### config.mk
export PLATFORM = sky130hd
export DESIGN_NAME = radix_digit_converter_core
export DESIGN_NICKNAME = d
export VERILOG_FILES = /design/src/hdl/rdc_pkg.sv /design/src/hdl/rdc_front.sv /design/src/hdl/rdc_back.sv /design/src/hdl/radix_digit_converter_core.sv
export SDC_FILE = /design/constraint.sdc
export NUM_CORES = 2
export LEC_CHECK = 0
export ABC_CLOCK_PERIOD_IN_PS = 19700
export BUFFER_PORTS_ARGS = -buffer_cell sky130_fd_sc_hd__buf_4
export CORE_UTILIZATION = 50
export DETAILED_ROUTE_END_ITERATION = 7
export GPL_ROUTABILITY_DRIVEN = 0
export PLACE_DENSITY_LB_ADDON = 0.15
export SETUP_SLACK_MARGIN = 0.3
export SLEW_MARGIN = 10
export SYNTH_ARGS = -nofsm -noshare
export SYNTH_HDL_FRONTEND = slang
export SYNTH_SLANG_ARGS = --single-unit
### constraint.sdc
create_clock -name i_clk -period 19.7 [get_ports i_clk]
set_input_delay 3.94 -clock i_clk [delete_from_list [all_inputs] [get_ports i_clk]]
set_output_delay 3.94 -clock i_clk [all_outputs]
set_load 0.005 [all_outputs]
### src/hdl/rdc_pkg.sv
// ----------------------------------------------------------------------------
// Radix digit converter - package
// Shared widths, types, reciprocal table and digit encoding.
// ----------------------------------------------------------------------------
package rdc_pkg;

    localparam int VALUE_BITS  = 31;
    localparam int MAX_DIGITS  = 31;
    localparam int RADIX_W     = 6;
    localparam int RECIP_W     = 32;
    localparam int PROD_W      = VALUE_BITS + RECIP_W;
    localparam int CHAR_W      = 7;
    localparam int IDX_W       = $clog2(MAX_DIGITS);
    localparam int CNT_W       = $clog2(MAX_DIGITS + 1);
    localparam int IN_DATA_W   = ((VALUE_BITS + 7) / 8) * 8;
    localparam int OUT_DATA_W  = ((CHAR_W + 7) / 8) * 8;
    localparam int QUEUE_DEPTH = 2;
    localparam int QPTR_W      = $clog2(QUEUE_DEPTH);
    localparam int QFILL_W     = $clog2(QUEUE_DEPTH + 1);

    localparam logic [RADIX_W-1:0] RADIX_MIN   = 6'd2;
    localparam logic [RADIX_W-1:0] RADIX_MAX   = 6'd36;
    localparam logic [RADIX_W-1:0] RADIX_RESET = 6'd10;
    localparam logic [RECIP_W-1:0] RECIP_RESET = 32'd429496729;

    localparam logic [RADIX_W-1:0] DIGIT_LETTER_MIN = 6'd10;
    localparam logic [RADIX_W-1:0] DIGIT_LETTER_MAX = 6'd16;

    localparam logic [CHAR_W-1:0] ASCII_ZERO  = 7'h30;
    localparam logic [CHAR_W-1:0] ASCII_NINE  = 7'h39;
    localparam logic [CHAR_W-1:0] ASCII_A     = 7'h41;
    localparam logic [CHAR_W-1:0] ASCII_G     = 7'h47;
    localparam logic [CHAR_W-1:0] ASCII_SLASH = 7'h2F;

    typedef struct packed {
        logic [VALUE_BITS-1:0] value;
        logic                  is_zero;
    } t_item;

    typedef struct packed {
        logic  valid;
        t_item item;
    } t_q2b;

    typedef struct packed {
        logic [RADIX_W-1:0] radix;
        logic [RECIP_W-1:0] recip;
    } t_cfg;

    typedef enum logic [1:0] {
        BACK_IDLE,
        BACK_MUL,
        BACK_FIX,
        BACK_EMIT
    } t_back_state;

    // Clamp a written base into the supported range.
    function automatic logic [RADIX_W-1:0] radix_sat(input logic [RADIX_W-1:0] r);
        if (r < RADIX_MIN) begin
            return RADIX_MIN;
        end else if (r > RADIX_MAX) begin
            return RADIX_MAX;
        end
        return r;
    endfunction

    // floor(2^32 / radix); the quotient estimate from it is exact or one low.
    function automatic logic [RECIP_W-1:0] radix_recip(input logic [RADIX_W-1:0] r);
        case (r)
            6'd2:    return 32'd2147483648;
            6'd3:    return 32'd1431655765;
            6'd4:    return 32'd1073741824;
            6'd5:    return 32'd858993459;
            6'd6:    return 32'd715827882;
            6'd7:    return 32'd613566756;
            6'd8:    return 32'd536870912;
            6'd9:    return 32'd477218588;
            6'd10:   return 32'd429496729;
            6'd11:   return 32'd390451572;
            6'd12:   return 32'd357913941;
            6'd13:   return 32'd330382099;
            6'd14:   return 32'd306783378;
            6'd15:   return 32'd286331153;
            6'd16:   return 32'd268435456;
            6'd17:   return 32'd252645135;
            6'd18:   return 32'd238609294;
            6'd19:   return 32'd226050910;
            6'd20:   return 32'd214748364;
            6'd21:   return 32'd204522252;
            6'd22:   return 32'd195225786;
            6'd23:   return 32'd186737708;
            6'd24:   return 32'd178956970;
            6'd25:   return 32'd171798691;
            6'd26:   return 32'd165191049;
            6'd27:   return 32'd159072862;
            6'd28:   return 32'd153391689;
            6'd29:   return 32'd148102320;
            6'd30:   return 32'd143165576;
            6'd31:   return 32'd138547332;
            6'd32:   return 32'd134217728;
            6'd33:   return 32'd130150524;
            6'd34:   return 32'd126322567;
            6'd35:   return 32'd122713351;
            6'd36:   return 32'd119304647;
            default: return RECIP_RESET;
        endcase
    endfunction

    function automatic logic [CHAR_W-1:0] digit_to_ascii(input logic [RADIX_W-1:0] d);
        if (d > DIGIT_LETTER_MAX) begin
            return ASCII_SLASH;
        end else if (d >= DIGIT_LETTER_MIN) begin
            return ASCII_A + CHAR_W'(d - DIGIT_LETTER_MIN);
        end
        return ASCII_ZERO + CHAR_W'(d);
    endfunction

endpackage

### src/hdl/rdc_front.sv
// ----------------------------------------------------------------------------
// Radix digit converter - front end
// Accepts input values, tags zero and holds them in a short queue.
// ----------------------------------------------------------------------------
module rdc_front (
    input  logic                        i_clk,
    input  logic                        i_rst_n,
    input  logic                        i_tvalid,
    output logic                        o_tready,
    input  logic [rdc_pkg::IN_DATA_W-1:0] i_tdata,   // [30:0] value, [31] unused
    output rdc_pkg::t_q2b               o_q,
    input  logic                        i_pop
);
    import rdc_pkg::*;

    t_item               r_buf [QUEUE_DEPTH];
    logic [QPTR_W-1:0]   r_wr_ptr, n_wr_ptr;
    logic [QPTR_W-1:0]   r_rd_ptr, n_rd_ptr;
    logic [QFILL_W-1:0]  r_fill,   n_fill;
    logic                push;
    logic                pop;
    t_item               in_item;

    assign o_tready = (r_fill != QFILL_W'(QUEUE_DEPTH));
    assign push     = i_tvalid && o_tready;
    assign pop      = i_pop && (r_fill != '0);

    always_comb begin
        in_item.value   = i_tdata[VALUE_BITS-1:0];
        in_item.is_zero = (i_tdata[VALUE_BITS-1:0] == '0);
        o_q.valid       = (r_fill != '0);
        o_q.item        = r_buf[r_rd_ptr];
    end

    always_comb begin
        n_wr_ptr = r_wr_ptr;
        n_rd_ptr = r_rd_ptr;
        n_fill   = r_fill;
        if (push) begin
            n_wr_ptr = (r_wr_ptr == QPTR_W'(QUEUE_DEPTH - 1)) ? '0 : r_wr_ptr + 1'b1;
        end
        if (pop) begin
            n_rd_ptr = (r_rd_ptr == QPTR_W'(QUEUE_DEPTH - 1)) ? '0 : r_rd_ptr + 1'b1;
        end
        if (push && !pop) begin
            n_fill = r_fill + 1'b1;
        end else if (pop && !push) begin
            n_fill = r_fill - 1'b1;
        end
    end

    always_ff @(posedge i_clk) begin
        if (!i_rst_n) begin
            r_wr_ptr <= '0;
            r_rd_ptr <= '0;
            r_fill   <= '0;
        end else begin
            r_wr_ptr <= n_wr_ptr;
            r_rd_ptr <= n_rd_ptr;
            r_fill   <= n_fill;
        end
    end

    always_ff @(posedge i_clk) begin
        if (push) begin
            r_buf[r_wr_ptr] <= in_item;
        end
    end

endmodule

### src/hdl/rdc_back.sv
// ----------------------------------------------------------------------------
// Radix digit converter - back end
// Divides by the base one digit at a time, then streams the digits out.
// ----------------------------------------------------------------------------
module rdc_back (
    input  logic                       i_clk,
    input  logic                       i_rst_n,
    input  rdc_pkg::t_cfg              i_cfg,
    input  rdc_pkg::t_q2b              i_q,
    output logic                       o_pop,
    output logic                       o_tvalid,
    input  logic                       i_tready,
    output logic [rdc_pkg::CHAR_W-1:0] o_char,
    output logic                       o_last
);
    import rdc_pkg::*;

    t_back_state           r_state, n_state;
    logic [VALUE_BITS-1:0] r_quot,  n_quot;
    logic [PROD_W-1:0]     r_prod,  n_prod;
    logic [CNT_W-1:0]      r_count, n_count;
    logic [IDX_W-1:0]      r_idx,   n_idx;
    logic [RADIX_W-1:0]    r_store [MAX_DIGITS];
    logic                  r_out_valid, n_out_valid;
    logic [CHAR_W-1:0]     r_out_char,  n_out_char;
    logic                  r_out_last,  n_out_last;

    logic                  wr_en;
    logic [IDX_W-1:0]      wr_addr;
    logic [RADIX_W-1:0]    wr_data;
    logic [VALUE_BITS-1:0] q_est;
    logic [2*CHAR_W-1:0]   low_prod;
    logic [CHAR_W-1:0]     rem_raw;
    logic                  rem_over;
    logic [VALUE_BITS-1:0] q_fix;
    logic [RADIX_W-1:0]    d_fix;
    logic                  out_free;

    // The remainder is below twice the base, so seven low bits settle it.
    always_comb begin
        q_est    = r_prod[PROD_W-1:RECIP_W];
        low_prod = (2*CHAR_W)'(q_est[CHAR_W-1:0]) * (2*CHAR_W)'(i_cfg.radix);
        rem_raw  = r_quot[CHAR_W-1:0] - low_prod[CHAR_W-1:0];
        rem_over = (rem_raw >= CHAR_W'(i_cfg.radix));
        q_fix    = rem_over ? q_est + 1'b1 : q_est;
        d_fix    = rem_over ? RADIX_W'(rem_raw - CHAR_W'(i_cfg.radix)) : RADIX_W'(rem_raw);
    end

    assign out_free = !r_out_valid || i_tready;

    always_comb begin
        n_state     = r_state;
        n_quot      = r_quot;
        n_prod      = r_prod;
        n_count     = r_count;
        n_idx       = r_idx;
        n_out_valid = r_out_valid && !i_tready;
        n_out_char  = r_out_char;
        n_out_last  = r_out_last;
        o_pop       = 1'b0;
        wr_en       = 1'b0;
        wr_addr     = r_count[IDX_W-1:0];
        wr_data     = d_fix;
        case (r_state)
            BACK_IDLE: begin
                if (i_q.valid) begin
                    o_pop  = 1'b1;
                    n_quot = i_q.item.value;
                    if (i_q.item.is_zero) begin
                        wr_en   = 1'b1;
                        wr_addr = '0;
                        wr_data = '0;
                        n_count = CNT_W'(1);
                        n_idx   = '0;
                        n_state = BACK_EMIT;
                    end else begin
                        n_count = '0;
                        n_state = BACK_MUL;
                    end
                end
            end
            BACK_MUL: begin
                n_prod  = PROD_W'(r_quot) * PROD_W'(i_cfg.recip);
                n_state = BACK_FIX;
            end
            BACK_FIX: begin
                wr_en   = 1'b1;
                n_quot  = q_fix;
                n_count = r_count + 1'b1;
                if ((q_fix == '0) || (n_count == CNT_W'(MAX_DIGITS))) begin
                    n_idx   = r_count[IDX_W-1:0];
                    n_state = BACK_EMIT;
                end else begin
                    n_state = BACK_MUL;
                end
            end
            BACK_EMIT: begin
                if (out_free) begin
                    n_out_valid = 1'b1;
                    n_out_char  = digit_to_ascii(r_store[r_idx]);
                    n_out_last  = (r_idx == '0);
                    if (r_idx == '0) begin
                        n_state = BACK_IDLE;
                    end else begin
                        n_idx = r_idx - 1'b1;
                    end
                end
            end
            default: begin
                n_state = BACK_IDLE;
            end
        endcase
    end

    always_ff @(posedge i_clk) begin
        if (!i_rst_n) begin
            r_state     <= BACK_IDLE;
            r_quot      <= '0;
            r_count     <= '0;
            r_idx       <= '0;
            r_out_valid <= 1'b0;
        end else begin
            r_state     <= n_state;
            r_quot      <= n_quot;
            r_count     <= n_count;
            r_idx       <= n_idx;
            r_out_valid <= n_out_valid;
        end
    end

    always_ff @(posedge i_clk) begin
        r_prod     <= n_prod;
        r_out_char <= n_out_char;
        r_out_last <= n_out_last;
        if (wr_en) begin
            r_store[wr_addr] <= wr_data;
        end
    end

    assign o_tvalid = r_out_valid;
    assign o_char   = r_out_char;
    assign o_last   = r_out_last;

endmodule

### src/hdl/radix_digit_converter_core.sv
// ----------------------------------------------------------------------------
// Radix digit converter - top level
// Converts non-negative integers to ASCII digit strings in a set base.
// ----------------------------------------------------------------------------
// Usage:
//   Slave stream: one transaction carries one 31-bit value in tdata.
//   Master stream: one transaction per digit character, most significant
//   first; tlast marks the least significant digit. Zero gives one '0'.
//   Config channel: writes the base; values below 2 or above 36 are
//   clamped. Write only while no conversion is in flight.
// Timing:
//   Each digit takes two steps in the shared divide unit (reciprocal
//   multiply, then remainder fix-up); once all digits are found, the
//   characters stream out one per cycle while the receiver takes them.
//   Zero skips the divide and gives its single '0' directly. A two-entry
//   queue lets values be accepted while the back end is busy.
// Reset: queue emptied, output invalid, base back to 10.
// Stall: the output register holds its character until taken and the
//   back end waits; the input side keeps filling the queue.
// ----------------------------------------------------------------------------
module radix_digit_converter_core (
    input  logic                           i_clk,
    input  logic                           i_rst_n,
    // input stream
    input  logic                           i_s_axis_tvalid,
    output logic                           o_s_axis_tready,
    input  logic [rdc_pkg::IN_DATA_W-1:0]  i_s_axis_tdata,  // [30:0] value, [31] unused
    // output stream
    output logic                           o_m_axis_tvalid,
    input  logic                           i_m_axis_tready,
    output logic [rdc_pkg::OUT_DATA_W-1:0] o_m_axis_tdata,  // [6:0] digit_char, [7] zero pad
    output logic                           o_m_axis_tlast,  // last
    // base register write
    input  logic                           i_cfg_valid,
    output logic                           o_cfg_ready,
    input  logic [rdc_pkg::RADIX_W-1:0]    i_cfg_data       // [5:0] radix
);
    import rdc_pkg::*;

    // Base and its reciprocal, held together so the divide unit needs no table.
    t_cfg               r_cfg;
    t_q2b               q2b;
    logic               pop;
    logic [CHAR_W-1:0]  out_char;
    logic [RADIX_W-1:0] cfg_sat;

    assign o_cfg_ready = 1'b1;
    assign cfg_sat     = radix_sat(i_cfg_data);

    // Clamp the written base and load the matching reciprocal.
    always_ff @(posedge i_clk) begin
        if (!i_rst_n) begin
            r_cfg.radix <= RADIX_RESET;
            r_cfg.recip <= RECIP_RESET;
        end else if (i_cfg_valid && o_cfg_ready) begin
            r_cfg.radix <= cfg_sat;
            r_cfg.recip <= radix_recip(cfg_sat);
        end
    end

    // Front: accept and tag values, queue them for the divide unit.
    rdc_front u_front (
        .i_clk    (i_clk),
        .i_rst_n  (i_rst_n),
        .i_tvalid (i_s_axis_tvalid),
        .o_tready (o_s_axis_tready),
        .i_tdata  (i_s_axis_tdata),
        .o_q      (q2b),
        .i_pop    (pop)
    );

    // Back: divide digit by digit, then stream characters out.
    rdc_back u_back (
        .i_clk    (i_clk),
        .i_rst_n  (i_rst_n),
        .i_cfg    (r_cfg),
        .i_q      (q2b),
        .o_pop    (pop),
        .o_tvalid (o_m_axis_tvalid),
        .i_tready (i_m_axis_tready),
        .o_char   (out_char),
        .o_last   (o_m_axis_tlast)
    );

    // Pad the character up to a whole byte.
    assign o_m_axis_tdata = OUT_DATA_W'(out_char);

endmodule

==> flow_metrics.env <==
export IMPL_outcome="finished with violations"
export IMPL_violations="DRC"
export IMPL_finalSetupTns_ps=0
export IMPL_via_per_inst=5.51
export IMPL_worst_path_max_fanout=19
export IMPL_top_level_ports=55
export IMPL_clk_latency_ps=570
export IMPL_core_area_sq_um=97100
export IMPL_die_width_um=316
export IMPL_grt_max_degree=69
export IMPL_routedWlPerCell_um=21.0
export IMPL_reg2reg_from="r_cfg[18]"
export IMPL_cts_tree="yes"
export IMPL_synth_common_cells="fa_1, inv_1, nand2_1"
export IMPL_grt_pass1_vias=35900
export IMPL_yosysWarnings=0
export IMPL_clk_pin_slew_worst_paths_ps=60
export IMPL_port_buffers=51
export IMPL_cp_data_arrival_time_ps=9680
export IMPL_track_usage_pct=26.6
export IMPL_clk_path_buf_depth=3
export IMPL_slowest_stage="dfxtp_1"
export IMPL_cts_root_buffer="clkbuf_16"
export IMPL_rr_worst_depth=28
export IMPL_hp_start="r_cfg[0]"
export IMPL_drive_above_1_share_pct=6.14
export IMPL_setup_violations=0
export IMPL_hpwl_mm=91.3
export IMPL_drcViolationCount=2
export IMPL_grt_overflow=0
export IMPL_finalHoldViolCount=0
export IMPL_cp_required_ps=19990
export IMPL_grt_pass1_wl_mm=204
export IMPL_async_flop_share_pct=0
export IMPL_endpoint_kind="register"
export IMPL_wirelength_mm=127
export IMPL_avgSynthCellArea_sq_um=10.1
export IMPL_synth_seq_cells=381
export IMPL_multi_input_area_sq_um=34400
export IMPL_max_slew_margin_pct=21.4
export IMPL_setup_slack_ps=10310
export IMPL_vias=33400
export IMPL_area_growth_pct=5.82
export IMPL_postRouteAntennaNets=0
export IMPL_cp_common_cell="fa_1"
export IMPL_crit_family="adder cells"
export IMPL_final_seq_area_sq_um=10500
export IMPL_cts_buffers=38
export IMPL_worstPathBufferInverterCount=4
export IMPL_min_path_type="register to register"
export IMPL_fillers=8794
export IMPL_max_cap_violations=0
export IMPL_ys_top_cells_by_area="fa_1, edfxtp_1, ha_1"
export IMPL_drtIter0Drc=2249
export IMPL_syn_nets=6083
export IMPL_place_ws_ps=10310
export IMPL_worst_pin_slew_ps=1170
export IMPL_synth_top_area_share_pct=35.7
export IMPL_firstDrtPassIters=8
export IMPL_start_kind="register"
export IMPL_post_cts_resize_count=0
export IMPL_synth_edf_count=289
export IMPL_yosysUniqueCellTypes=88
export IMPL_grt_antenna_before_repair=5
export IMPL_syn_instance_count=4860
export IMPL_synth_most_common_cell="fa_1"
export IMPL_skew_ps=32.3
export IMPL_rows=114
export IMPL_hold_depth=2
export IMPL_cts_sinks=381
export IMPL_fin_crit_sh_pct=47.7
export IMPL_fin_nets=5966
export IMPL_synth_area_leader_cell="fa_1"
export IMPL_fp_dieH_um=316
export IMPL_clock_fmax_mhz=106
export IMPL_reg2reg_slack_ps=10310
export IMPL_ys_seq_area_share_pct=21.4
export IMPL_cts_hold_buf=0
export IMPL_rsz0062_at_grt="no"
export IMPL_critical_path_class="register to register"
export IMPL_dieArea_sq_um=99600
export IMPL_holdPathEnd="r_cfg[0]"
export IMPL_initial_utilization_pct=50.6
export IMPL_slew_violations=0
export IMPL_r2r_end="u_back.r_prod[62]"
export IMPL_htree_levels=2
export IMPL_synth_area_sq_um=49200
export IMPL_synthFlopType="edfxtp_1"
export IMPL_post_route_min_period_ps=9390
export IMPL_cts_setup_buffers=0
export IMPL_critPathMaxStageDelay_ps=900
placed cells by master, fill, tap and decap left out, types with 7 or more instances in the layout:
master,count
fa_1,878
mux2i_1,49
o21a_1,10
a21o_1,28
a211oi_1,56
dfxtp_1,87
and3_1,9
and2_1,568
o21ai_0,52
o21bai_1,7
a31oi_1,9
xnor2_1,63
nand3_1,34
buf_4,130
or3_1,13
nor2b_1,28
nor2_1,203
inv_1,863
clkbuf_16,40
nor4_1,8
o211ai_1,7
nand2_1,584
o21ai_1,11
a21oi_1,129
xor2_1,29
nand4_1,21
nor3_1,30
o221ai_1,7
mux4_2,54
a221oi_1,7
nand3b_1,8
edfxtp_1,289
ha_1,302
flip-flops by register name, indices dropped and copies added (netlist names), named ones only:
name / cells
r_cfg: 38
u_front.r_buf: 64
u_back.o_char: 7
u_back.r_count: 5
u_front.r_wr_ptr: 1
u_back.r_state: 2
u_back.r_idx: 5
u_front.r_rd_ptr: 1
u_back.o_tvalid: 1
u_front.r_fill: 2
u_back.o_last: 1
u_back.r_prod: 31
u_back.r_quot: 31
u_back.r_store: 186
through the flow:
| stage | instances | hold WS [ps] | util (%) | area, sq um |
|---|---|---|---|---|
| CTS | 6047 | 476 | 53.5 | 52000 |
| detailed placement | 5977 | 459 | 52.2 | 50700 |
| floorplan | 4860 | 456 | - | 49200 |
| global route | 6051 | 513 | 53.6 | 52000 |
| global placement | 5977 | 456 | 52.2 | 50700 |
| finish | 6052 | 474 | 53.6 | 52000 |
routing by layer:
metal	GRT usage (%)	vias up	routed length, um
li1	-	14800	-
met1	35.0	17300	52400
met2	46.1	950	63500
met3	3.33	258	7020
met4	7.60	2	4010
met5	0	-	10
how the worst max path moves through the flow:
stage | startpoint | end | cells past startpoint
after floorplan | u_back.r_quot[8] | u_back.r_prod[46] | 27
after global placement | r_cfg[12] | u_back.r_prod[46] | 27
after detailed placement | r_cfg[12] | u_back.r_prod[46] | 27
after CTS | r_cfg[12] | u_back.r_prod[46] | 27
after global routing | r_cfg[12] | u_back.r_prod[46] | 27
final | r_cfg[18] | u_back.r_prod[62] | 28
layout make-up:
| class | instances | share of cell area, % |
|---|---|---|
| Antenna cell | 3 | 0.0144 |
| Clock buffer | 52 | 2.13 |
| Sequential cell | 381 | 20.2 |
| Timing Repair Buffer | 132 | 1.93 |
| Inverter | 865 | 6.24 |
| Clock inverter | 18 | 0.392 |
| Tap cell | 1276 | 3.07 |
| Multi-Input combinational cell | 3325 | 66.0 |
kinds of logic after synthesis:
group	count (synthesis)	share of synthesized area, %
muxes	106	3.55
other	2	0.0153
and+or+nand+nor	1545	15.6
AOI/OAI and AO/OA	395	5.29
xor gates and xnor gates	97	1.86
adders and majority gates	1180	43.4
buffers and inverters	1154	8.85
DFF	381	21.4
worst reg2reg max path: cells and delay by family, from the launching register on:
kind / cells / cell delay [ps]
AO/OA/AOI/OAI: 7 / 1870
XOR/XNOR: 1 / 120
adder cells (fa/ha/maj): 9 / 4380
flip-flops: 1 / 900
buffers and inverters: 4 / 620
AND/OR/NAND/NOR: 7 / 1240
Power is not shown: default switching activity piles up to over one toggle a cycle in this logic, so the estimate is an artifact.
